### src/hw/rtl/assert_macros.svh
// Assertion macros for the image rotation RTL, included by the top level.
`ifndef ASSERT_MACROS_SVH
`define ASSERT_MACROS_SVH

// Same-cycle implication on i_clk, disabled during reset.
`define IRN_ASSERT_NOW(label, ante, cons, msg) \
    label: assert property (@(posedge i_clk) disable iff (!i_rst_n) (ante) |-> (cons)) \
        else $error(msg);

// Next-cycle implication on i_clk, disabled during reset.
`define IRN_ASSERT_NEXT(label, ante, cons, msg) \
    label: assert property (@(posedge i_clk) disable iff (!i_rst_n) (ante) |=> (cons)) \
        else $error(msg);

`endif

### src/hw/rtl/irn_pkg.sv
// Types, constants and helpers shared by the image rotation block.
`default_nettype none

package irn_pkg;

    // Field and register widths
    localparam int WW         = 9;
    localparam int SIZE_MAX   = (1 << WW) - 1;
    localparam int FS_W       = 2 * WW;
    localparam int TRIG_W     = 16;
    localparam int FRAC_BITS  = 14;
    localparam int CH_W       = 8;
    localparam int CFG_IDX_W  = 2;
    localparam int CFG_DATA_W = 16;

    // Rotation datapath widths: offset from center, product, floored part, source coord
    localparam int DX_W   = 11;
    localparam int DU_W   = DX_W - 1;
    localparam int PROD_W = DX_W + TRIG_W;
    localparam int PART_W = PROD_W - FRAC_BITS;
    localparam int SRC_W  = PART_W + 2;

    // Reset values of the configuration registers
    localparam logic [WW-1:0]     RESET_SIZE = WW'(256);
    localparam logic [TRIG_W-1:0] RESET_SIN  = TRIG_W'(0);
    localparam logic [TRIG_W-1:0] RESET_COS  = TRIG_W'(16384);

    // Request function codes
    localparam logic FUNC_LOAD    = 1'b0;
    localparam logic FUNC_PRODUCE = 1'b1;

    // Configuration register indexes
    typedef enum logic [CFG_IDX_W-1:0] {
        REG_WIDTH  = 2'd0,
        REG_HEIGHT = 2'd1,
        REG_SIN    = 2'd2,
        REG_COS    = 2'd3
    } t_cfg_reg;

    typedef struct packed {
        logic [CH_W-1:0] red;
        logic [CH_W-1:0] green;
        logic [CH_W-1:0] blue;
    } t_pixel;

    typedef struct packed {
        logic            func;
        logic [CH_W-1:0] red_in;
        logic [CH_W-1:0] green_in;
        logic [CH_W-1:0] blue_in;
    } t_in_item;

    typedef struct packed {
        logic [CH_W-1:0] red_out;
        logic [CH_W-1:0] green_out;
        logic [CH_W-1:0] blue_out;
        logic            last_pixel;
    } t_out_item;

    // Active configuration, sizes already clamped
    typedef struct packed {
        logic [WW-1:0]     width;
        logic [WW-1:0]     height;
        logic [TRIG_W-1:0] sin_v;
        logic [TRIG_W-1:0] cos_v;
    } t_cfg;

    // Per-stage control carried down the pipeline
    typedef struct packed {
        logic valid;
        logic load;
        logic last;
    } t_ctl;

    // Clamp a size register to 1..lim
    function automatic logic [WW-1:0] clamp_size(input logic [WW-1:0] v,
                                                 input logic [WW-1:0] lim);
        logic [WW-1:0] res;
        if (v == '0) begin
            res = WW'(1);
        end else if (v > lim) begin
            res = lim;
        end else begin
            res = v;
        end
        return res;
    endfunction

endpackage

`default_nettype wire

### src/hw/rtl/irn_scan.sv
// Raster counters for loading and producing, and the input register stage.
`default_nettype none

module irn_scan import irn_pkg::*; #(
    parameter int ADDR_W = 16,
    parameter int COL_W  = 8,
    parameter int ROW_W  = 8
) (
    input  logic              i_clk,
    input  logic              i_rst_n,
    input  logic              i_adv,
    input  logic              i_valid,
    input  t_in_item          i_item,
    input  t_cfg              i_cfg,
    output t_ctl              o_ctl,
    output t_pixel            o_pix,
    output logic [ADDR_W-1:0] o_addr,
    output logic [COL_W-1:0]  o_col,
    output logic [ROW_W-1:0]  o_row
);

    logic [ADDR_W-1:0] r_load_idx, n_load_idx;
    logic [COL_W-1:0]  r_col, n_col;
    logic [ROW_W-1:0]  r_row, n_row;

    t_ctl              r_s1_ctl;
    t_pixel            r_s1_pix;
    logic [ADDR_W-1:0] r_s1_addr;
    logic [COL_W-1:0]  r_s1_col;
    logic [ROW_W-1:0]  r_s1_row;

    logic [FS_W-1:0]   frame_size;
    logic [ADDR_W-1:0] load_last;
    logic              take;
    logic              is_load;
    logic              col_end;
    logic              row_end;

    assign take       = i_adv && i_valid;
    assign is_load    = (i_item.func == FUNC_LOAD);
    assign frame_size = FS_W'(i_cfg.width) * FS_W'(i_cfg.height);
    assign load_last  = ADDR_W'(frame_size - FS_W'(1));
    assign col_end    = (WW'(r_col) >= (i_cfg.width - WW'(1)));
    assign row_end    = (WW'(r_row) >= (i_cfg.height - WW'(1)));

    // Advance the load index or the output raster position
    always_comb begin
        n_load_idx = r_load_idx;
        n_col      = r_col;
        n_row      = r_row;
        if (take) begin
            if (is_load) begin
                n_load_idx = (r_load_idx >= load_last) ? '0 : r_load_idx + ADDR_W'(1);
            end else if (col_end) begin
                n_col = '0;
                n_row = row_end ? '0 : r_row + ROW_W'(1);
            end else begin
                n_col = r_col + COL_W'(1);
            end
        end
    end

    always_ff @(posedge i_clk) begin
        if (!i_rst_n) begin
            r_load_idx <= '0;
            r_col      <= '0;
            r_row      <= '0;
        end else begin
            r_load_idx <= n_load_idx;
            r_col      <= n_col;
            r_row      <= n_row;
        end
    end

    // Capture the request control; an empty slot enters as a bubble
    always_ff @(posedge i_clk) begin
        if (!i_rst_n) begin
            r_s1_ctl <= '0;
        end else if (i_adv) begin
            r_s1_ctl.valid <= i_valid;
            r_s1_ctl.load  <= is_load;
            r_s1_ctl.last  <= col_end && row_end;
        end
    end

    // Capture the request payload and its position
    always_ff @(posedge i_clk) begin
        if (i_adv) begin
            r_s1_pix.red   <= i_item.red_in;
            r_s1_pix.green <= i_item.green_in;
            r_s1_pix.blue  <= i_item.blue_in;
            r_s1_addr      <= r_load_idx;
            r_s1_col       <= r_col;
            r_s1_row       <= r_row;
        end
    end

    assign o_ctl  = r_s1_ctl;
    assign o_pix  = r_s1_pix;
    assign o_addr = r_s1_addr;
    assign o_col  = r_s1_col;
    assign o_row  = r_s1_row;

endmodule

`default_nettype wire

### config.mk
export PLATFORM = sky130hd
export DESIGN_NAME = irn_scan
export DESIGN_NICKNAME = d
export VERILOG_FILES = /design/src/hw/rtl/assert_macros.svh /design/src/hw/rtl/irn_pkg.sv /design/src/hw/rtl/irn_scan.sv
export SDC_FILE = /design/constraint.sdc
export NUM_CORES = 1
export LEC_CHECK = 0
export ABC_AREA = 0
export BUFFER_PORTS_ARGS = -buffer_cell sky130_fd_sc_hd__buf_2
export CAP_MARGIN = 20
export CELL_PAD_IN_SITES_DETAIL_PLACEMENT = 0
export CELL_PAD_IN_SITES_GLOBAL_PLACEMENT = 1
export CORE_MARGIN = 5
export CORE_UTILIZATION = 39
export DETAILED_ROUTE_END_ITERATION = 6
export PLACE_DENSITY = 0.88
export SLEW_MARGIN = 10
export SYNTH_ARGS = -nofsm -noshare
export SYNTH_HDL_FRONTEND = slang
export SYNTH_SLANG_ARGS = --single-unit
### constraint.sdc
create_clock -name i_clk -period 6.6 [get_ports i_clk]
set_clock_uncertainty 0.1 [all_clocks]
set_input_delay 0.66 -clock i_clk [delete_from_list [all_inputs] [get_ports i_clk]]
set_output_delay 0.66 -clock i_clk [all_outputs]
set_load 0.02 [all_outputs]
==> impl_metrics.env <==
export IMPL_status="completed"
export IMPL_clkSinkCount=91
export IMPL_die_area_mm2=0.0207
export IMPL_place_congestion=0.853
export IMPL_syn_area_per_cell_um2=10.2
export IMPL_hold_buffers=0
export IMPL_n_antenna_cell=0
export IMPL_vias_per_cell=4.92
export IMPL_cts_root_buf="clkbuf_16"
export IMPL_synth_cells=687
export IMPL_finalSetupTns_ps=0
export IMPL_antenna_found_initial=0
export IMPL_io_pins=138
export IMPL_dp_cells=1033
export IMPL_power_density_mw_per_mm2=317
export IMPL_worst_pin_slew_ps=1000
export IMPL_synth_fp_nets=898
export IMPL_grt_max_degree=67
export IMPL_num_rows=49
export IMPL_min_from="o_ctl[0]"
export IMPL_cts_max_path_buffers=2
export IMPL_vias=5158
export IMPL_r2r_end="r_row[2]"
export IMPL_drc=0
export IMPL_hold_violations=0
export IMPL_overflow=0
export IMPL_syn2layout_area_growth_pct=18.1
export IMPL_r2r_start="r_col[0]"
export IMPL_drt_initial_drc_count=197
export IMPL_synth_seq_cells=91
export IMPL_mostFrequentLayoutCell="buf_2"
export IMPL_layout_common_cells="105 x buf_2, 88 x inv_1, 79 x ha_1, 78 x nand2_1, 56 x edfxtp_1"
export IMPL_arrival_ps=6370
export IMPL_whs_path_depth=2
export IMPL_critPathCaptureType="flip-flop"
export IMPL_n_fill_cell=1689
export IMPL_cts_tree="built"
export IMPL_hold_path_class="reg2reg"
export IMPL_fp_dieH_um=144
export IMPL_numCtsBuffers=9
export IMPL_setup_viol=0
export IMPL_final_cells=1049
export IMPL_ys_warn_count=0
export IMPL_vdd_drop_max_uv=206
export IMPL_synth_top_flop_cell="edfxtp_1"
export IMPL_die_w_um=144
export IMPL_port_buffer_count=105
export IMPL_grt_setup_unrepaired="false"
export IMPL_first_pass_iters=4
export IMPL_fin_ws_ps=341
export IMPL_hold_worst_slack_ps=371
export IMPL_synth_edf_count=56
export IMPL_ys_seq_area_frac=0.341
export IMPL_clk_latency_ps=340
export IMPL_clk_pin_slew_ps=70
export IMPL_drive_gt1_frac=0.205
export IMPL_grt_pass1_vias=5106
export IMPL_routed_wl_um=14600
export IMPL_maxCapViolCount=0
export IMPL_antenna_left=0
export IMPL_htreeDepth=3
export IMPL_min_period_ps=6260
export IMPL_path_class="in2reg"
export IMPL_slew_viol_final=0
export IMPL_syn_area_mm2=0.00699
export IMPL_core_area_mm2=0.0178
export IMPL_reg2regPathDepth=8
export IMPL_cts_setup_buffers=0
export IMPL_synthDistinctLibCells=59
export IMPL_max_freq_mhz=160
export IMPL_path_max_fanout=16
export IMPL_p_total_w=0.00262
export IMPL_final_nets=1026
export IMPL_grt_pass1_wl_um=23900
export IMPL_relSlewSlack=0.324
export IMPL_leakage_nw=3.85
export IMPL_final_period_utilization=0.948
export IMPL_critPathRequiredTime_ps=6710
export IMPL_grt_util_all_layers=0.143
export IMPL_worstSetupStartpointType="input port"
export IMPL_min_to="o_ctl[0]"
export IMPL_place_ws_ps=-257
export IMPL_routedWlPerCell_um=13.9
export IMPL_cts_resized_gates=0
export IMPL_r2r_setup_slack_ps=4040
export IMPL_async_flop_share=0
export IMPL_place_hpwl_um=11900
export IMPL_initial_core_util=0.393
==> cell usage after synthesis (5+ instances only) <==
master	instances	area, um^2
ha_1	79	988
inv_1	88	330
fa_1	53	1060
nand3_1	12	60.1
nand2_1	78	293
nor3_1	10	50.1
edfxtp_1	56	1680
o21ai_1	5	25.0
and3_1	5	31.3
nor2_1	39	146
nand4_1	16	100
xor2_1	29	254
nand2b_1	6	37.5
a21o_1	7	52.6
xnor2_1	21	184
a21oi_1	18	90.1
dfxtp_1	35	701
o21ai_0	13	65.1
clkbuf_1	18	67.6
and2_1	32	200
o31a_1	5	43.8
==> metrics by stage <==
stage	utilization	cell area, um^2
after floorplan	-	6990
after global routing	0.464	8250
after detailed placement	0.448	7970
after CTS	0.464	8250
after global placement	0.448	7970
final	0.464	8250
==> critical path, stage by stage <==
cell	delay (ps)
buf_2	140
nand2_1	90
fa_1	530
inv_1	60
fa_1	520
fa_1	440
fa_1	540
inv_1	50
fa_1	520
inv_1	40
ha_1	290
o21ai_0	160
nor2_1	80
a2111o_1	420
a31o_1	210
a21oi_1	160
xor2_1	90
ha_1	280
nand4_1	120
nor3_1	270
o211ai_1	180
o21ai_4	410
nor2_1	100
==> worst max-delay path by stage <==
stage / from / to / slack, ps / depth (start not counted)
after CTS: i_cfg[35] / r_load_idx[9] / 110 / 23
after floorplan: i_cfg[44] / r_load_idx[10] / 70 / 24
final: i_cfg[35] / r_load_idx[9] / 340 / 23
after global routing: i_cfg[35] / r_load_idx[4] / 30 / 23
after global placement: i_cfg[35] / r_load_idx[15] / -150 / 23
after detailed placement: i_cfg[35] / r_load_idx[9] / -260 / 23
==> report_power, final <==
part	switching, W	internal, W	leakage [nW]	total, W
Combinational	0.000817	0.000691	2.87	0.00151
Clock	0.000220	0.000260	0.131	0.000480
Sequential	0.00000563	0.000623	0.853	0.000629
==> logic make-up (layout without fill, tap and decap cells) <==
family / count (synthesis) / count (layout) / share of synthesized area
buffers and inverters: 112 / 245 / 0.0623
adders and majority gates: 132 / 132 / 0.293
DFF: 91 / 91 / 0.341
AOI/OAI and AO/OA: 81 / 81 / 0.0816
and+or+nand+nor: 220 / 220 / 0.158
xor gates and xnor gates: 50 / 50 / 0.0626
muxes: 1 / 1 / 0.00143
==> layout make-up <==
class / instances / area, um^2 / share of cell area
clock buffers: 10 / 229 / 0.0277
clock inverters: 6 / 48.8 / 0.00591
inverters: 88 / 330 / 0.0400
multi-input cells: 484 / 4180 / 0.507
flip-flops and latches: 91 / 2380 / 0.289
well taps: 229 / 287 / 0.0347
repair buffers: 141 / 796 / 0.0964
==> flip-flops by register name, summed over array words and instances, names as in the netlist <==
name	flops
r_load_idx	16
o_ctl	3
o_row	8
o_col	8
r_row	8
o_pix	24
r_col	8
o_addr	16
==> metal layers <==
metal | GRT usage | vias to the layer above | part of all wire
met3 | 0.0230 | 18 | 0.057
met5 | 0 | - | 0
met4 | 0.0461 | 0 | 0.015
met2 | 0.255 | 107 | 0.51
met1 | 0.175 | 2468 | 0.42
li1 | - | 2565 | -
(Power assumes the default switching activity.)
