`config.mk`:
```
export PLATFORM = sky130hd
export DESIGN_NAME = irn_rotate
export DESIGN_NICKNAME = d
export VERILOG_FILES = /design/src/hw/rtl/assert_macros.svh /design/src/hw/rtl/irn_pkg.sv /design/src/hw/rtl/irn_rotate.sv
export SDC_FILE = /design/constraint.sdc
export NUM_CORES = 2
export LEC_CHECK = 0
export BUFFER_PORTS_ARGS = -buffer_cell sky130_fd_sc_hd__buf_4
export CAP_MARGIN = 15
export CELL_PAD_IN_SITES_DETAIL_PLACEMENT = 0
export CELL_PAD_IN_SITES_GLOBAL_PLACEMENT = 1
export CORE_MARGIN = 5
export CORE_UTILIZATION = 35
export CTS_BUF_LIST = sky130_fd_sc_hd__clkbuf_8
export DETAILED_ROUTE_END_ITERATION = 12
export GPL_TIMING_DRIVEN = 0
export PLACE_DENSITY = 0.6
export RECOVER_POWER = 100
export SLEW_MARGIN = 10
export SYNTH_ARGS = -nofsm -noshare
export SYNTH_HDL_FRONTEND = slang
export SYNTH_SLANG_ARGS = --single-unit
```
`constraint.sdc`:
```
create_clock -name i_clk -period 17.79 [get_ports i_clk]
set_input_delay 1.779 -clock i_clk [delete_from_list [all_inputs] [get_ports i_clk]]
set_output_delay 1.779 -clock i_clk [all_outputs]
set_load 0.005 [all_outputs]
```
`src/hw/rtl/assert_macros.svh`:
```
// Assertion macros for the image rotation RTL, included by the top level.
`ifndef ASSERT_MACROS_SVH
`define ASSERT_MACROS_SVH

// Same-cycle implication on i_clk, disabled during reset.
`define IRN_ASSERT_NOW(label, ante, cons, msg) \
    label: assert property (@(posedge i_clk) disable iff (!i_rst_n) (ante) |-> (cons)) \
        else $error(msg);

// Next-cycle implication on i_clk, disabled during reset.
`define IRN_ASSERT_NEXT(label, ante, cons, msg) \
    label: assert property (@(posedge i_clk) disable iff (!i_rst_n) (ante) |=> (cons)) \
        else $error(msg);

`endif

```
`src/hw/rtl/irn_pkg.sv`:
```
// Types, constants and helpers shared by the image rotation block.
`default_nettype none

package irn_pkg;

    // Field and register widths
    localparam int WW         = 9;
    localparam int SIZE_MAX   = (1 << WW) - 1;
    localparam int FS_W       = 2 * WW;
    localparam int TRIG_W     = 16;
    localparam int FRAC_BITS  = 14;
    localparam int CH_W       = 8;
    localparam int CFG_IDX_W  = 2;
    localparam int CFG_DATA_W = 16;

    // Rotation datapath widths: offset from center, product, floored part, source coord
    localparam int DX_W   = 11;
    localparam int DU_W   = DX_W - 1;
    localparam int PROD_W = DX_W + TRIG_W;
    localparam int PART_W = PROD_W - FRAC_BITS;
    localparam int SRC_W  = PART_W + 2;

    // Reset values of the configuration registers
    localparam logic [WW-1:0]     RESET_SIZE = WW'(256);
    localparam logic [TRIG_W-1:0] RESET_SIN  = TRIG_W'(0);
    localparam logic [TRIG_W-1:0] RESET_COS  = TRIG_W'(16384);

    // Request function codes
    localparam logic FUNC_LOAD    = 1'b0;
    localparam logic FUNC_PRODUCE = 1'b1;

    // Configuration register indexes
    typedef enum logic [CFG_IDX_W-1:0] {
        REG_WIDTH  = 2'd0,
        REG_HEIGHT = 2'd1,
        REG_SIN    = 2'd2,
        REG_COS    = 2'd3
    } t_cfg_reg;

    typedef struct packed {
        logic [CH_W-1:0] red;
        logic [CH_W-1:0] green;
        logic [CH_W-1:0] blue;
    } t_pixel;

    typedef struct packed {
        logic            func;
        logic [CH_W-1:0] red_in;
        logic [CH_W-1:0] green_in;
        logic [CH_W-1:0] blue_in;
    } t_in_item;

    typedef struct packed {
        logic [CH_W-1:0] red_out;
        logic [CH_W-1:0] green_out;
        logic [CH_W-1:0] blue_out;
        logic            last_pixel;
    } t_out_item;

    // Active configuration, sizes already clamped
    typedef struct packed {
        logic [WW-1:0]     width;
        logic [WW-1:0]     height;
        logic [TRIG_W-1:0] sin_v;
        logic [TRIG_W-1:0] cos_v;
    } t_cfg;

    // Per-stage control carried down the pipeline
    typedef struct packed {
        logic valid;
        logic load;
        logic last;
    } t_ctl;

    // Clamp a size register to 1..lim
    function automatic logic [WW-1:0] clamp_size(input logic [WW-1:0] v,
                                                 input logic [WW-1:0] lim);
        logic [WW-1:0] res;
        if (v == '0) begin
            res = WW'(1);
        end else if (v > lim) begin
            res = lim;
        end else begin
            res = v;
        end
        return res;
    endfunction

endpackage

`default_nettype wire

```
`src/hw/rtl/irn_rotate.sv`:
```
// Coordinate rotation: products stage, then source range check and address stage.
`default_nettype none

module irn_rotate import irn_pkg::*; #(
    parameter int ADDR_W = 16,
    parameter int COL_W  = 8,
    parameter int ROW_W  = 8
) (
    input  logic              i_clk,
    input  logic              i_rst_n,
    input  logic              i_adv,
    input  t_ctl              i_ctl,
    input  t_pixel            i_pix,
    input  logic [ADDR_W-1:0] i_addr,
    input  logic [COL_W-1:0]  i_col,
    input  logic [ROW_W-1:0]  i_row,
    input  t_cfg              i_cfg,
    output t_ctl              o_ctl,
    output t_pixel            o_pix,
    output logic [ADDR_W-1:0] o_addr,
    output logic              o_in_frame
);

    // Stage A: products
    t_ctl                     r_a_ctl;
    t_pixel                   r_a_pix;
    logic [ADDR_W-1:0]        r_a_addr;
    logic signed [PART_W-1:0] r_pa, r_pb, r_pc, r_pd;

    // Stage B: address
    t_ctl                     r_b_ctl;
    t_pixel                   r_b_pix;
    logic [ADDR_W-1:0]        r_b_addr;
    logic                     r_b_in_frame;

    logic [WW-1:0]            half_w, half_h;
    logic signed [DX_W-1:0]   dx, dy;
    logic signed [TRIG_W-1:0] sin_s, cos_s;
    logic signed [PROD_W-1:0] p_xc, p_ys, p_xs, p_yc;
    logic signed [SRC_W-1:0]  sx, sy, hw_s, hh_s, w_s, h_s;
    logic                     in_frame;
    logic [FS_W-1:0]          src_idx;

    assign half_w = i_cfg.width >> 1;
    assign half_h = i_cfg.height >> 1;
    assign sin_s  = i_cfg.sin_v;
    assign cos_s  = i_cfg.cos_v;

    // Offset of the output position from the center
    assign dx = $signed({1'b0, DU_W'(i_col)}) - $signed({1'b0, DU_W'(half_w)});
    assign dy = $signed({1'b0, DU_W'(i_row)}) - $signed({1'b0, DU_W'(half_h)});

    assign p_xc = dx * cos_s;
    assign p_ys = dy * sin_s;
    assign p_xs = dx * sin_s;
    assign p_yc = dy * cos_s;

    always_ff @(posedge i_clk) begin
        if (!i_rst_n) begin
            r_a_ctl <= '0;
        end else if (i_adv) begin
            r_a_ctl <= i_ctl;
        end
    end

    // Drop the fraction bits; the top slice is the floor
    always_ff @(posedge i_clk) begin
        if (i_adv) begin
            r_a_pix  <= i_pix;
            r_a_addr <= i_addr;
            r_pa     <= p_xc[PROD_W-1:FRAC_BITS];
            r_pb     <= p_ys[PROD_W-1:FRAC_BITS];
            r_pc     <= p_xs[PROD_W-1:FRAC_BITS];
            r_pd     <= p_yc[PROD_W-1:FRAC_BITS];
        end
    end

    // Source coordinate and its bounds
    assign hw_s = $signed(SRC_W'(half_w));
    assign hh_s = $signed(SRC_W'(half_h));
    assign w_s  = $signed(SRC_W'(i_cfg.width));
    assign h_s  = $signed(SRC_W'(i_cfg.height));
    assign sx   = SRC_W'(r_pa) - SRC_W'(r_pb) + hw_s;
    assign sy   = SRC_W'(r_pc) + SRC_W'(r_pd) + hh_s;

    assign in_frame = !sx[SRC_W-1] && !sy[SRC_W-1] && (sx < w_s) && (sy < h_s);
    assign src_idx  = FS_W'(sy[WW-1:0]) * FS_W'(i_cfg.width) + FS_W'(sx[WW-1:0]);

    always_ff @(posedge i_clk) begin
        if (!i_rst_n) begin
            r_b_ctl <= '0;
        end else if (i_adv) begin
            r_b_ctl <= r_a_ctl;
        end
    end

    // Loads keep their address; produces point at the source or entry zero
    always_ff @(posedge i_clk) begin
        if (i_adv) begin
            r_b_pix      <= r_a_pix;
            r_b_in_frame <= in_frame;
            if (r_a_ctl.load) begin
                r_b_addr <= r_a_addr;
            end else begin
                r_b_addr <= in_frame ? ADDR_W'(src_idx) : '0;
            end
        end
    end

    assign o_ctl      = r_b_ctl;
    assign o_pix      = r_b_pix;
    assign o_addr     = r_b_addr;
    assign o_in_frame = r_b_in_frame;

endmodule

`default_nettype wire

```
==> impl_metrics.env <==
export IMPL_highest_layer="met5"
export IMPL_num_io_pins=156
export IMPL_grt_pass1_vias=22440
export IMPL_wl_um=84280
export IMPL_vias=19850
export IMPL_clk_pin_slew_ns=0.08
export IMPL_die_x_um=291.8
export IMPL_timing_rr_start="r_pc[2]"
export IMPL_status="finished, violations left"
export IMPL_holdCritPathClass="reg -> reg"
export IMPL_postSynthCellCount=2754
export IMPL_post_place_ws_ns=6.565
export IMPL_wl_met3_um=5691
export IMPL_cts_root_buffer="clkbuf_8"
export IMPL_cp_max_fo=10
export IMPL_design_area_mm2=0.03064
export IMPL_crit_path_frequent_cell="fa_1"
export IMPL_critical_path_arrival_ns=11.00
export IMPL_worstPathRequired_ns=18.02
export IMPL_avgSynthCellArea_um2=10.10
export IMPL_postCtsHoldBufs=0
export IMPL_drc=0
export IMPL_critPathKind="in -> reg"
export IMPL_grt_max_degree=93
export IMPL_fmax_mhz=92.79
export IMPL_placed_area_mm2=0.03033
export IMPL_min_from="r_a_pix[2]"
export IMPL_critPathLaunchType="primary input"
export IMPL_tns_ns=0
export IMPL_syn_num_nets=3704
export IMPL_core_area_mm2=0.07887
export IMPL_dpl_hpwl_um=69860
export IMPL_met2_length_um=40260
export IMPL_num_rows=103
export IMPL_htreeDepth=4
export IMPL_cts_setup_buffers=0
export IMPL_period_minus_slack_ns=10.78
export IMPL_failed_checks="capacitance limit, slew limit"
export IMPL_cts_sinks=131
export IMPL_die_y_um=291.8
export IMPL_ant_nets=0
export IMPL_rsz0062_at_grt="no"
export IMPL_finalSetupViolCount=0
export IMPL_worstReg2RegEnd="o_addr[14]"
export IMPL_grt_pass1_wl_um=130900
export IMPL_setup_slack_ns=7.013
export IMPL_cts_buffers=17
export IMPL_max_stage_delay_ns=0.81
export IMPL_clk_latency_ns=0.50
export IMPL_drt_iter0_markers=1050
export IMPL_cts_tree="yes"
export IMPL_via_per_inst=4.965
export IMPL_rr_worst_depth=21
export IMPL_hold_end="o_pix[2]"
export IMPL_r2r_slack_ns=10.15
export IMPL_slew_headroom_pct=-238.3
export IMPL_whs_path_depth=0
export IMPL_yosysSeqAreaShare_pct=13.93
export IMPL_postCtsResizedCells=0
export IMPL_ys_ff_latch=131
export IMPL_wl_met1_um=35800
export IMPL_synth_edf_count=125
export IMPL_gp_congestion=0.8791
export IMPL_slowest_stage="o21ai_0"
export IMPL_dr_pass1_iters=5
export IMPL_finish_net_count=3880
export IMPL_cap_violations=2
export IMPL_slew_viol_final=129
export IMPL_synthFlopType="edfxtp_1"
export IMPL_syn_to_final_growth_pct=10.20
export IMPL_critPathCaptureType="flip-flop"
export IMPL_wl_per_cell_um=21.08
export IMPL_async_reset_ff_share_pct=0
export IMPL_ys_warn_count=0
export IMPL_cts_path_max_buffers=2
export IMPL_drive_gt1_share_pct=6.660
export IMPL_n_fill_cell=7938
export IMPL_antenna_found_initial=8
export IMPL_die_area_mm2=0.08517
export IMPL_hold_ws_ns=0.4184
export IMPL_fin_skew_ns=0.02686
export IMPL_start_util_pct=35.25
export IMPL_grt_usage_pct=20.10
export IMPL_syn_cell_area_mm2=0.02780
export IMPL_min_period_over_period_pct=60.58
export IMPL_port_buffers=154
export IMPL_overflow=0
export IMPL_worst_pin_slew_ns=5.075
export IMPL_ys_types=64
export IMPL_finalHoldViolCount=0
==> worst max-delay path, delay by kind of cell <==
kind | cells | cell delay (ns)
buf+inv | 7 | 1.64
mux | 1 | 0.24
simple gates | 6 | 1.26
fa+ha+maj | 7 | 3.14
compound gates | 9 | 2.91
==> state kept, by name, summed over array words and instances (netlist names), 3 cells and up <==
name	flops
r_pd	11
r_a_ctl	3
r_a_addr	16
r_pc	11
o_pix	24
o_addr	16
r_pb	11
r_pa	11
r_a_pix	24
o_ctl	3
==> layout make-up <==
class / count / area [um^2] / area share, %
antenna: 5 / 12.51 / 0.04084
buffer: 103 / 386.6 / 1.262
clock buffer: 20 / 275.3 / 0.8984
clock inverter: 12 / 152.6 / 0.4982
inverter: 492 / 1847 / 6.028
multi-input combinational: 2028 / 21650 / 70.65
sequential: 131 / 3874 / 12.64
tap: 1050 / 1314 / 4.288
timing repair buffer: 157 / 1130 / 3.688
==> how the worst max path moves through the flow <==
stage | start | to | slack [ns] | cells past startpoint
finish | i_cfg[43] | r_pc[10] | 7.01 | 30
global placement | i_cfg[43] | r_pc[10] | 6.64 | 30
CTS | i_cfg[43] | r_pc[10] | 7.11 | 30
detailed placement | i_cfg[43] | r_pc[10] | 6.57 | 30
global route | i_cfg[43] | r_pc[10] | 6.48 | 30
floorplan | i_cfg[43] | r_pa[10] | 9.18 | 28
==> logic make-up (layout without fill, tap and decap cells) <==
kind of cell / count (synthesis) / in the layout / synth area share (%)
and+or+nand+nor: 868 / 868 / 16.80
adders and majority gates: 838 / 838 / 52.43
buffers and inverters: 595 / 784 / 8.065
AOI/OAI and AO/OA: 215 / 215 / 5.311
DFF: 131 / 131 / 13.93
xor gates and xnor gates: 98 / 98 / 3.137
muxes: 9 / 9 / 0.3240
other: 0 / 5 / 0
==> cell usage in the layout (no fill, tap or decap), drive strengths merged, types with 18 or more instances in the layout <==
cell and n:
fa 545, inv 497, ha 293, and2 269
clkbuf 211, nand2 178, edfxtp 125, nand2b 121
nor2 112, buf 69, xnor2 65, and3 57
a21oi 56, o21ai 42, xor2 32, nand3 30
nor3 28, a21o 21, or2 19, o31ai 19
nor2b 18
==> through the flow <==
step,instances,util (%)
after floorplan,2754,-
after global placement,3958,38.38
after detailed placement,3961,38.45
after CTS,3993,39.00
after global routing,3993,38.83
final,3998,38.85
==> per-layer routing <==
layer,track usage [%],vias to the layer above
met1,25.76,10180
met5,0,-
met4,5.472,2
met2,34.17,557
met3,4.929,117
li1,-,8994
==> synth_stat cells, types with 32 or more instances <==
master	count	area (um^2)
xnor2_1	65	569.3
nand2b_1	121	757.0
nor2_1	112	420.4
and3_1	57	356.6
nand2_1	178	668.1
clkbuf_1	101	379.1
fa_1	545	10910
ha_1	293	3666
o21ai_0	39	195.2
edfxtp_1	125	3754
a21oi_1	56	280.3
xor2_1	32	280.3
and2_1	269	1683
inv_1	492	1847
Power is not shown: default switching activity piles up to over one toggle a cycle in this logic, so the estimate is an artifact.
