<file path="src/hw/rtl/assert_macros.svh">
// Assertion macros for the image rotation RTL, included by the top level.
`ifndef ASSERT_MACROS_SVH
`define ASSERT_MACROS_SVH

// Same-cycle implication on i_clk, disabled during reset.
`define IRN_ASSERT_NOW(label, ante, cons, msg) \
    label: assert property (@(posedge i_clk) disable iff (!i_rst_n) (ante) |-> (cons)) \
        else $error(msg);

// Next-cycle implication on i_clk, disabled during reset.
`define IRN_ASSERT_NEXT(label, ante, cons, msg) \
    label: assert property (@(posedge i_clk) disable iff (!i_rst_n) (ante) |=> (cons)) \
        else $error(msg);

`endif

</file>
<file path="src/hw/rtl/irn_pkg.sv">
// Types, constants and helpers shared by the image rotation block.
`default_nettype none

package irn_pkg;

    // Field and register widths
    localparam int WW         = 9;
    localparam int SIZE_MAX   = (1 << WW) - 1;
    localparam int FS_W       = 2 * WW;
    localparam int TRIG_W     = 16;
    localparam int FRAC_BITS  = 14;
    localparam int CH_W       = 8;
    localparam int CFG_IDX_W  = 2;
    localparam int CFG_DATA_W = 16;

    // Rotation datapath widths: offset from center, product, floored part, source coord
    localparam int DX_W   = 11;
    localparam int DU_W   = DX_W - 1;
    localparam int PROD_W = DX_W + TRIG_W;
    localparam int PART_W = PROD_W - FRAC_BITS;
    localparam int SRC_W  = PART_W + 2;

    // Reset values of the configuration registers
    localparam logic [WW-1:0]     RESET_SIZE = WW'(256);
    localparam logic [TRIG_W-1:0] RESET_SIN  = TRIG_W'(0);
    localparam logic [TRIG_W-1:0] RESET_COS  = TRIG_W'(16384);

    // Request function codes
    localparam logic FUNC_LOAD    = 1'b0;
    localparam logic FUNC_PRODUCE = 1'b1;

    // Configuration register indexes
    typedef enum logic [CFG_IDX_W-1:0] {
        REG_WIDTH  = 2'd0,
        REG_HEIGHT = 2'd1,
        REG_SIN    = 2'd2,
        REG_COS    = 2'd3
    } t_cfg_reg;

    typedef struct packed {
        logic [CH_W-1:0] red;
        logic [CH_W-1:0] green;
        logic [CH_W-1:0] blue;
    } t_pixel;

    typedef struct packed {
        logic            func;
        logic [CH_W-1:0] red_in;
        logic [CH_W-1:0] green_in;
        logic [CH_W-1:0] blue_in;
    } t_in_item;

    typedef struct packed {
        logic [CH_W-1:0] red_out;
        logic [CH_W-1:0] green_out;
        logic [CH_W-1:0] blue_out;
        logic            last_pixel;
    } t_out_item;

    // Active configuration, sizes already clamped
    typedef struct packed {
        logic [WW-1:0]     width;
        logic [WW-1:0]     height;
        logic [TRIG_W-1:0] sin_v;
        logic [TRIG_W-1:0] cos_v;
    } t_cfg;

    // Per-stage control carried down the pipeline
    typedef struct packed {
        logic valid;
        logic load;
        logic last;
    } t_ctl;

    // Clamp a size register to 1..lim
    function automatic logic [WW-1:0] clamp_size(input logic [WW-1:0] v,
                                                 input logic [WW-1:0] lim);
        logic [WW-1:0] res;
        if (v == '0) begin
            res = WW'(1);
        end else if (v > lim) begin
            res = lim;
        end else begin
            res = v;
        end
        return res;
    endfunction

endpackage

`default_nettype wire

</file>
<file path="src/hw/rtl/irn_config.sv">
// Configuration registers of the image rotation block with size clamping.
`default_nettype none

module irn_config import irn_pkg::*; #(
    parameter int WIDTH_LIMIT  = 256,
    parameter int HEIGHT_LIMIT = 256
) (
    input  logic                  i_clk,
    input  logic                  i_rst_n,
    input  logic                  i_cfg_we,
    input  logic [CFG_IDX_W-1:0]  i_cfg_idx,
    input  logic [CFG_DATA_W-1:0] i_cfg_data,
    output t_cfg                  o_cfg
);

    localparam logic [WW-1:0] W_LIMIT = WW'(WIDTH_LIMIT);
    localparam logic [WW-1:0] H_LIMIT = WW'(HEIGHT_LIMIT);

    t_cfg r_cfg;

    // Write one register; sizes are clamped on the way in
    always_ff @(posedge i_clk) begin
        if (!i_rst_n) begin
            r_cfg.width  <= clamp_size(RESET_SIZE, W_LIMIT);
            r_cfg.height <= clamp_size(RESET_SIZE, H_LIMIT);
            r_cfg.sin_v  <= RESET_SIN;
            r_cfg.cos_v  <= RESET_COS;
        end else if (i_cfg_we) begin
            unique case (t_cfg_reg'(i_cfg_idx))
                REG_WIDTH:  r_cfg.width  <= clamp_size(i_cfg_data[WW-1:0], W_LIMIT);
                REG_HEIGHT: r_cfg.height <= clamp_size(i_cfg_data[WW-1:0], H_LIMIT);
                REG_SIN:    r_cfg.sin_v  <= i_cfg_data[TRIG_W-1:0];
                REG_COS:    r_cfg.cos_v  <= i_cfg_data[TRIG_W-1:0];
            endcase
        end
    end

    assign o_cfg = r_cfg;

endmodule

`default_nettype wire

</file>
<file path="config.mk">
export PLATFORM = sky130hd
export DESIGN_NAME = irn_config
export DESIGN_NICKNAME = d
export VERILOG_FILES = /design/src/hw/rtl/assert_macros.svh /design/src/hw/rtl/irn_pkg.sv /design/src/hw/rtl/irn_config.sv
export SDC_FILE = /design/constraint.sdc
export NUM_CORES = 1
export LEC_CHECK = 0
export BUFFER_PORTS_ARGS = -buffer_cell sky130_fd_sc_hd__clkbuf_2
export CAP_MARGIN = 25
export CORE_ASPECT_RATIO = 2
export CORE_UTILIZATION = 38
export DETAILED_ROUTE_END_ITERATION = 8
export GPL_TIMING_DRIVEN = 0
export PLACE_DENSITY = 0.69
export SLEW_MARGIN = 20
export SYNTH_ARGS = -nofsm -noshare
export SYNTH_HDL_FRONTEND = slang
export SYNTH_SLANG_ARGS = --single-unit
</file>
<file path="constraint.sdc">
create_clock -name i_clk -period 1.16 [get_ports i_clk]
set_input_delay 0.174 -clock i_clk [delete_from_list [all_inputs] [get_ports i_clk]]
set_output_delay 0.174 -clock i_clk [all_outputs]
set_load 0.005 [all_outputs]
</file>
==> metrics.cfg, run 1 <==
[final_layout]
drive_above_1_share=0.292
final_area_um2=2520
largest_reg_flops=50
fin_nets=328
antenna_cells=0
syn2layout_area_growth_pct=25.8

[die]
num_rows=37
dieHeight_um=105
die_x_um=53.3
die-area_um2=5580
core_area_um2=5090
top_level_ports=71
start_util=0.393

[timing]
setup_tns_ps=0
period_share=0.840
maxSlewHeadroom=0.672
rsz0062_at_grt=no
clock_skew_ps=0
worst_slew_pin_slew_ps=493
setup_viol=0
post-route-worst-setup-slack_ps=186
final_hold_viol_count=0
period_minus_slack_ps=974
report.final.slew_viol_count=0
max_freq_ghz=1.03

[logic_synthesis]
synth_commonest_cells=nand2_1 (96), dfxtp_1 (50), a21boi_1 (32)
synth-main-ff-cell=dfxtp_1
async_flop_share=0
ys_types=23
syn_area_um2=2000
syn-num-nets=255
synthDominantCellAreaShare=0.500
yosys_warnings=0
synth_seq_cells=50
syn_avg_cell_area_um2=8.56
synth-edff-count=0
netlist_instances=234
yosysMostFrequentCell=nand2_1
yosysSeqAreaShare=0.500
synth_area_leader_cell=dfxtp_1
synth_area_leaders=dfxtp_1 (50%), nand2_1 (18%), a21boi_1 (12%)

[detailed_routing]
viasPerCell=4.82
vias=1765
drtIter0Drc=32
first_pass_iters=6
drt-wirelength-per-cell_um=13.2
ant_nets=0
finalWirelength_um=4840
drc=0

[clock_network]
clock-root-buffer=clkbuf_8
max-clock-path-buffers=2
clk_pin_slew_ps=90
cts_buffers=5
cts_tree=yes
ctsHtreeMaxLevel=2
cts_setup_buffers=0
insertion_delay_ps=290
ctsHoldBuffers=0
cts.sinks=50
ctsResizeCount=0

[critical_path]
path_buf_inv=1
crit_path_top_delay_cell=dfxtp_1
crit_path_end_kind=output pin
critPathTopFamily=flip-flops
path_class=flip-flop to output pin
arrival_ps=800
cp.required_ps=990
cpPeakStageDelay_ps=370
cp_max_fo=2
worstPathCellList=clkbuf_2
worst_setup_path_start_kind=flip-flop

[power]
power_mw=3.35
ir_drop_mv=1.09
powerDensity_nw_per_um2=1330
leakage_nw=1.07

[run]
maxCapViolations=0

[place]
place_area_um2=2400
post-place-ws_ps=14.9
gp_congestion=0.744
numPortBuffers=66
hpwl_um=3710

[global_route]
overflow=0
grtUsageTotal=0.189
antenna_found_initial=0
grt_pass1_wl_um=7800
grt_pass1_vias=1682
grt_max_degree=17

[hold_path]
hp-class=primary input to flip-flop

[status]
status=finished, final reports clean

==> layer usage <==
| metal | track usage | up-vias | part of all wire |
|---|---|---|---|
| met1 | 0.201 | 804 | 0.39 |
| met3 | 0.0335 | 10 | 0.037 |
| li1 | - | 903 | - |
| met5 | 0 | - | 0 |
| met4 | 0.0808 | 0 | 0.026 |
| met2 | 0.338 | 48 | 0.54 |
==> logic make-up (layout without fill, tap and decap cells) <==
family / Yosys count / after routing / share of synthesized area
and+or+nand+nor: 118 / 118 / 0.262
DFF: 50 / 50 / 0.500
AOI/OAI and AO/OA: 49 / 49 / 0.180
buffers and inverters: 17 / 91 / 0.0581
==> final timing paths <==
kind / start / to / slack [ps] / depth (start not counted)
worst max-delay path: o_cfg[19] / o_cfg[19] / 190 / 1
worst min-delay path: i_cfg_data[11] / o_cfg[27] / 100 / 3
worst max register to register: o_cfg[18] / o_cfg[18] / 510 / 2
worst min register to register: o_cfg[36] / o_cfg[36] / 460 / 2
==> report_power, final <==
group	total [mW]	internal, mW	switching (mW)	leakage, nW
combinational	0.327	0.151	0.176	0.614
clock	1.22	0.642	0.581	0.0504
sequential	1.80	1.77	0.0282	0.406
==> layout by cell type (no fill, tap or decap), types with 2 or more instances in the layout <==
| master | Yosys | routed |
|---|---|---|
| a21boi_0 | 13 | 13 |
| a21boi_1 | 32 | 32 |
| a31oi_1 | 2 | 2 |
| and3b_1 | 2 | 2 |
| buf_2 | 3 | 3 |
| buf_4 | 5 | 5 |
| buf_6 | 4 | 4 |
| clkbuf_1 | 5 | 5 |
| clkbuf_2 | 0 | 66 |
| clkbuf_8 | 0 | 5 |
| clkinvlp_4 | 0 | 2 |
| dfxtp_1 | 50 | 50 |
| nand2_1 | 96 | 96 |
| nand3_1 | 3 | 3 |
| nor2b_1 | 7 | 7 |
| nor4_1 | 2 | 2 |
==> layout make-up <==
class                           count  area [um2]
Fill cell                         550        2570
Sequential cell                    50        1000
Multi-Input combinational cell    167         885
Timing Repair Buffer               66         330
Buffer                             17         116
Tap cell                           58        72.6
Clock buffer                        5        68.8
Clock inverter                      3        45.0
==> stage by stage <==
stage,utilization,std cells,hold slack (ps)
after floorplan,-,234,298
after global placement,0.472,358,414
after detailed placement,0.472,358,416
after CTS,0.495,366,90.9
after global routing,0.495,366,97.7
final,0.495,366,96.1
Power figures use the tool's default switching activity.
==> run 2: changes to the inputs <==
==> constraint.sdc (replaced) <==
create_clock -name i_clk -period 1 [get_ports i_clk]
set_input_delay 0.15 -clock i_clk [delete_from_list [all_inputs] [get_ports i_clk]]
set_output_delay 0.15 -clock i_clk [all_outputs]
set_load 0.005 [all_outputs]
==> run 2 against run 1 <==
Final cell count decreased by 0.27%. Routed wire length up 1.2%. Sequential power grew 16%. Non-clock buffer count did not move. Die area stayed put. Register-to-register slack worse by 160 ps. Largest cell class unchanged.
==> metrics.cfg, run 2 (synthesis gave the netlist of run 1 again) <==
[status]
status=finished, final reports clean

[clock_network]
ctsHtreeMaxLevel=2
insertion_delay_ps=300
ctsResizeCount=0
clock-root-buffer=clkbuf_8
cts.sinks=50
cts_setup_buffers=0
cts_buffers=5
max-clock-path-buffers=2
ctsHoldBuffers=0
cts_tree=yes
clk_pin_slew_ps=80

[critical_path]
worstPathCellList=clkbuf_2
crit_path_end_kind=output pin
cp.required_ps=850
worst_setup_path_start_kind=flip-flop
path_buf_inv=1
crit_path_top_delay_cell=dfxtp_1
cpPeakStageDelay_ps=370
path_class=flip-flop to output pin
arrival_ps=790
cp_max_fo=2
critPathTopFamily=flip-flops

[place]
gp_congestion=0.758
hpwl_um=3690
post-place-ws_ps=-118
numPortBuffers=66
place_area_um2=2410

[final_layout]
largest_reg_flops=50
drive_above_1_share=0.290
fill_cells=555
syn2layout_area_growth_pct=26.1
mostFrequentLayoutCell=nand2_1
most-common-layout-cells=nand2_1 (96), clkbuf_2 (66), dfxtp_1 (50), a21boi_1 (32), a21boi_0 (13)
antenna_cells=0
final_area_um2=2520
fin_nets=328

[timing]
max_freq_ghz=1.06
rsz0062_at_grt=no
clock_skew_ps=0
setup_viol=0
report.final.slew_viol_count=0
period_minus_slack_ps=941
maxSlewHeadroom=0.691
worst_slew_pin_slew_ps=463
post-route-worst-setup-slack_ps=59.3
final_hold_viol_count=0
period_share=0.941

[detailed_routing]
vias=1759
highest_layer=met4
drtIter0Drc=36
dr_wl_met3_um=199
met1Wirelength_um=1950
ant_nets=0
finalWirelength_um=4890
viasPerCell=4.82
drc=0
dr_wl_met2_um=2640
drt-wirelength-per-cell_um=13.4
first_pass_iters=7

[global_route]
antenna_found_initial=0
grtUsageTotal=0.195
grt_pass1_vias=1663
overflow=0
grt_pass1_wl_um=7930
grt_max_degree=15

[die]
die_x_um=53.3
top_level_ports=71
dieHeight_um=105
core_area_um2=5090
num_rows=37
die-area_um2=5580
start_util=0.393

[run]
maxCapViolations=0

[power]
ir_drop_mv=1.41
leakage_nw=1.08
powerDensity_nw_per_um2=1550
power_mw=3.91

[hold_path]
hp-class=primary input to flip-flop

[run 2: cell types whose count changed in the layout (fill, tap and decap cells not counted)]
cell and delta:
buf_8 +1, buf_4 -1, clkbuf_8 +1, clkinvlp_4 -2
[run 2: stage by stage]
| step | utilization | instances | hold WS, ps | TNS [ps] |
|---|---|---|---|---|
| 2_1_floorplan | - | 234 | 274 | -5.83 |
| 3_3_place_gp | 0.474 | 358 | 383 | -876 |
| 3_5_place_dp | 0.474 | 358 | 385 | -973 |
| 4_1_cts | 0.496 | 365 | 63.6 | 0 |
| 5_1_grt | 0.496 | 365 | 75.8 | 0 |
| 6_report | 0.496 | 365 | 66.3 | 0 |
[run 2: final timing paths]
kind                       start  depth (start not counted)   endpoint  slack, ps
hold reg to reg        o_cfg[24]                          2  o_cfg[24]        450
hold / removal    i_cfg_data[14]                          3  o_cfg[14]         70
setup / recovery       o_cfg[22]                          1  o_cfg[22]         60
setup reg to reg       o_cfg[19]                          2  o_cfg[19]        350
[run 2: power by group]
group | total (mW) | switching, mW | internal, mW
clock | 1.44 | 0.644 | 0.801
sequential | 2.09 | 0.0343 | 2.05
combinational | 0.381 | 0.203 | 0.178
total | 3.91 | 0.882 | 3.03
[run 2: area by class of cell]
class	instances	area, um2	share of cell area
sequential	50	1000	0.396
clock buffer	6	82.6	0.0327
multi-input combinational	167	885	0.350
buffer	17	124	0.0491
timing repair buffer	66	330	0.131
tap	58	72.6	0.0287
clock inverter	1	30.0	0.0119
[run 2: worst min-delay path, delay by kind of cell]
family,cells,cell delay [ps]
simple gates,2,100
buf+inv,1,90
[run 2: routing by layer]
layer / vias to the layer above / track usage
li1: 903 / -
met1: 797 / 0.220
met2: 50 / 0.340
met3: 9 / 0.0320
met4: 0 / 0.0789
met5: - / 0
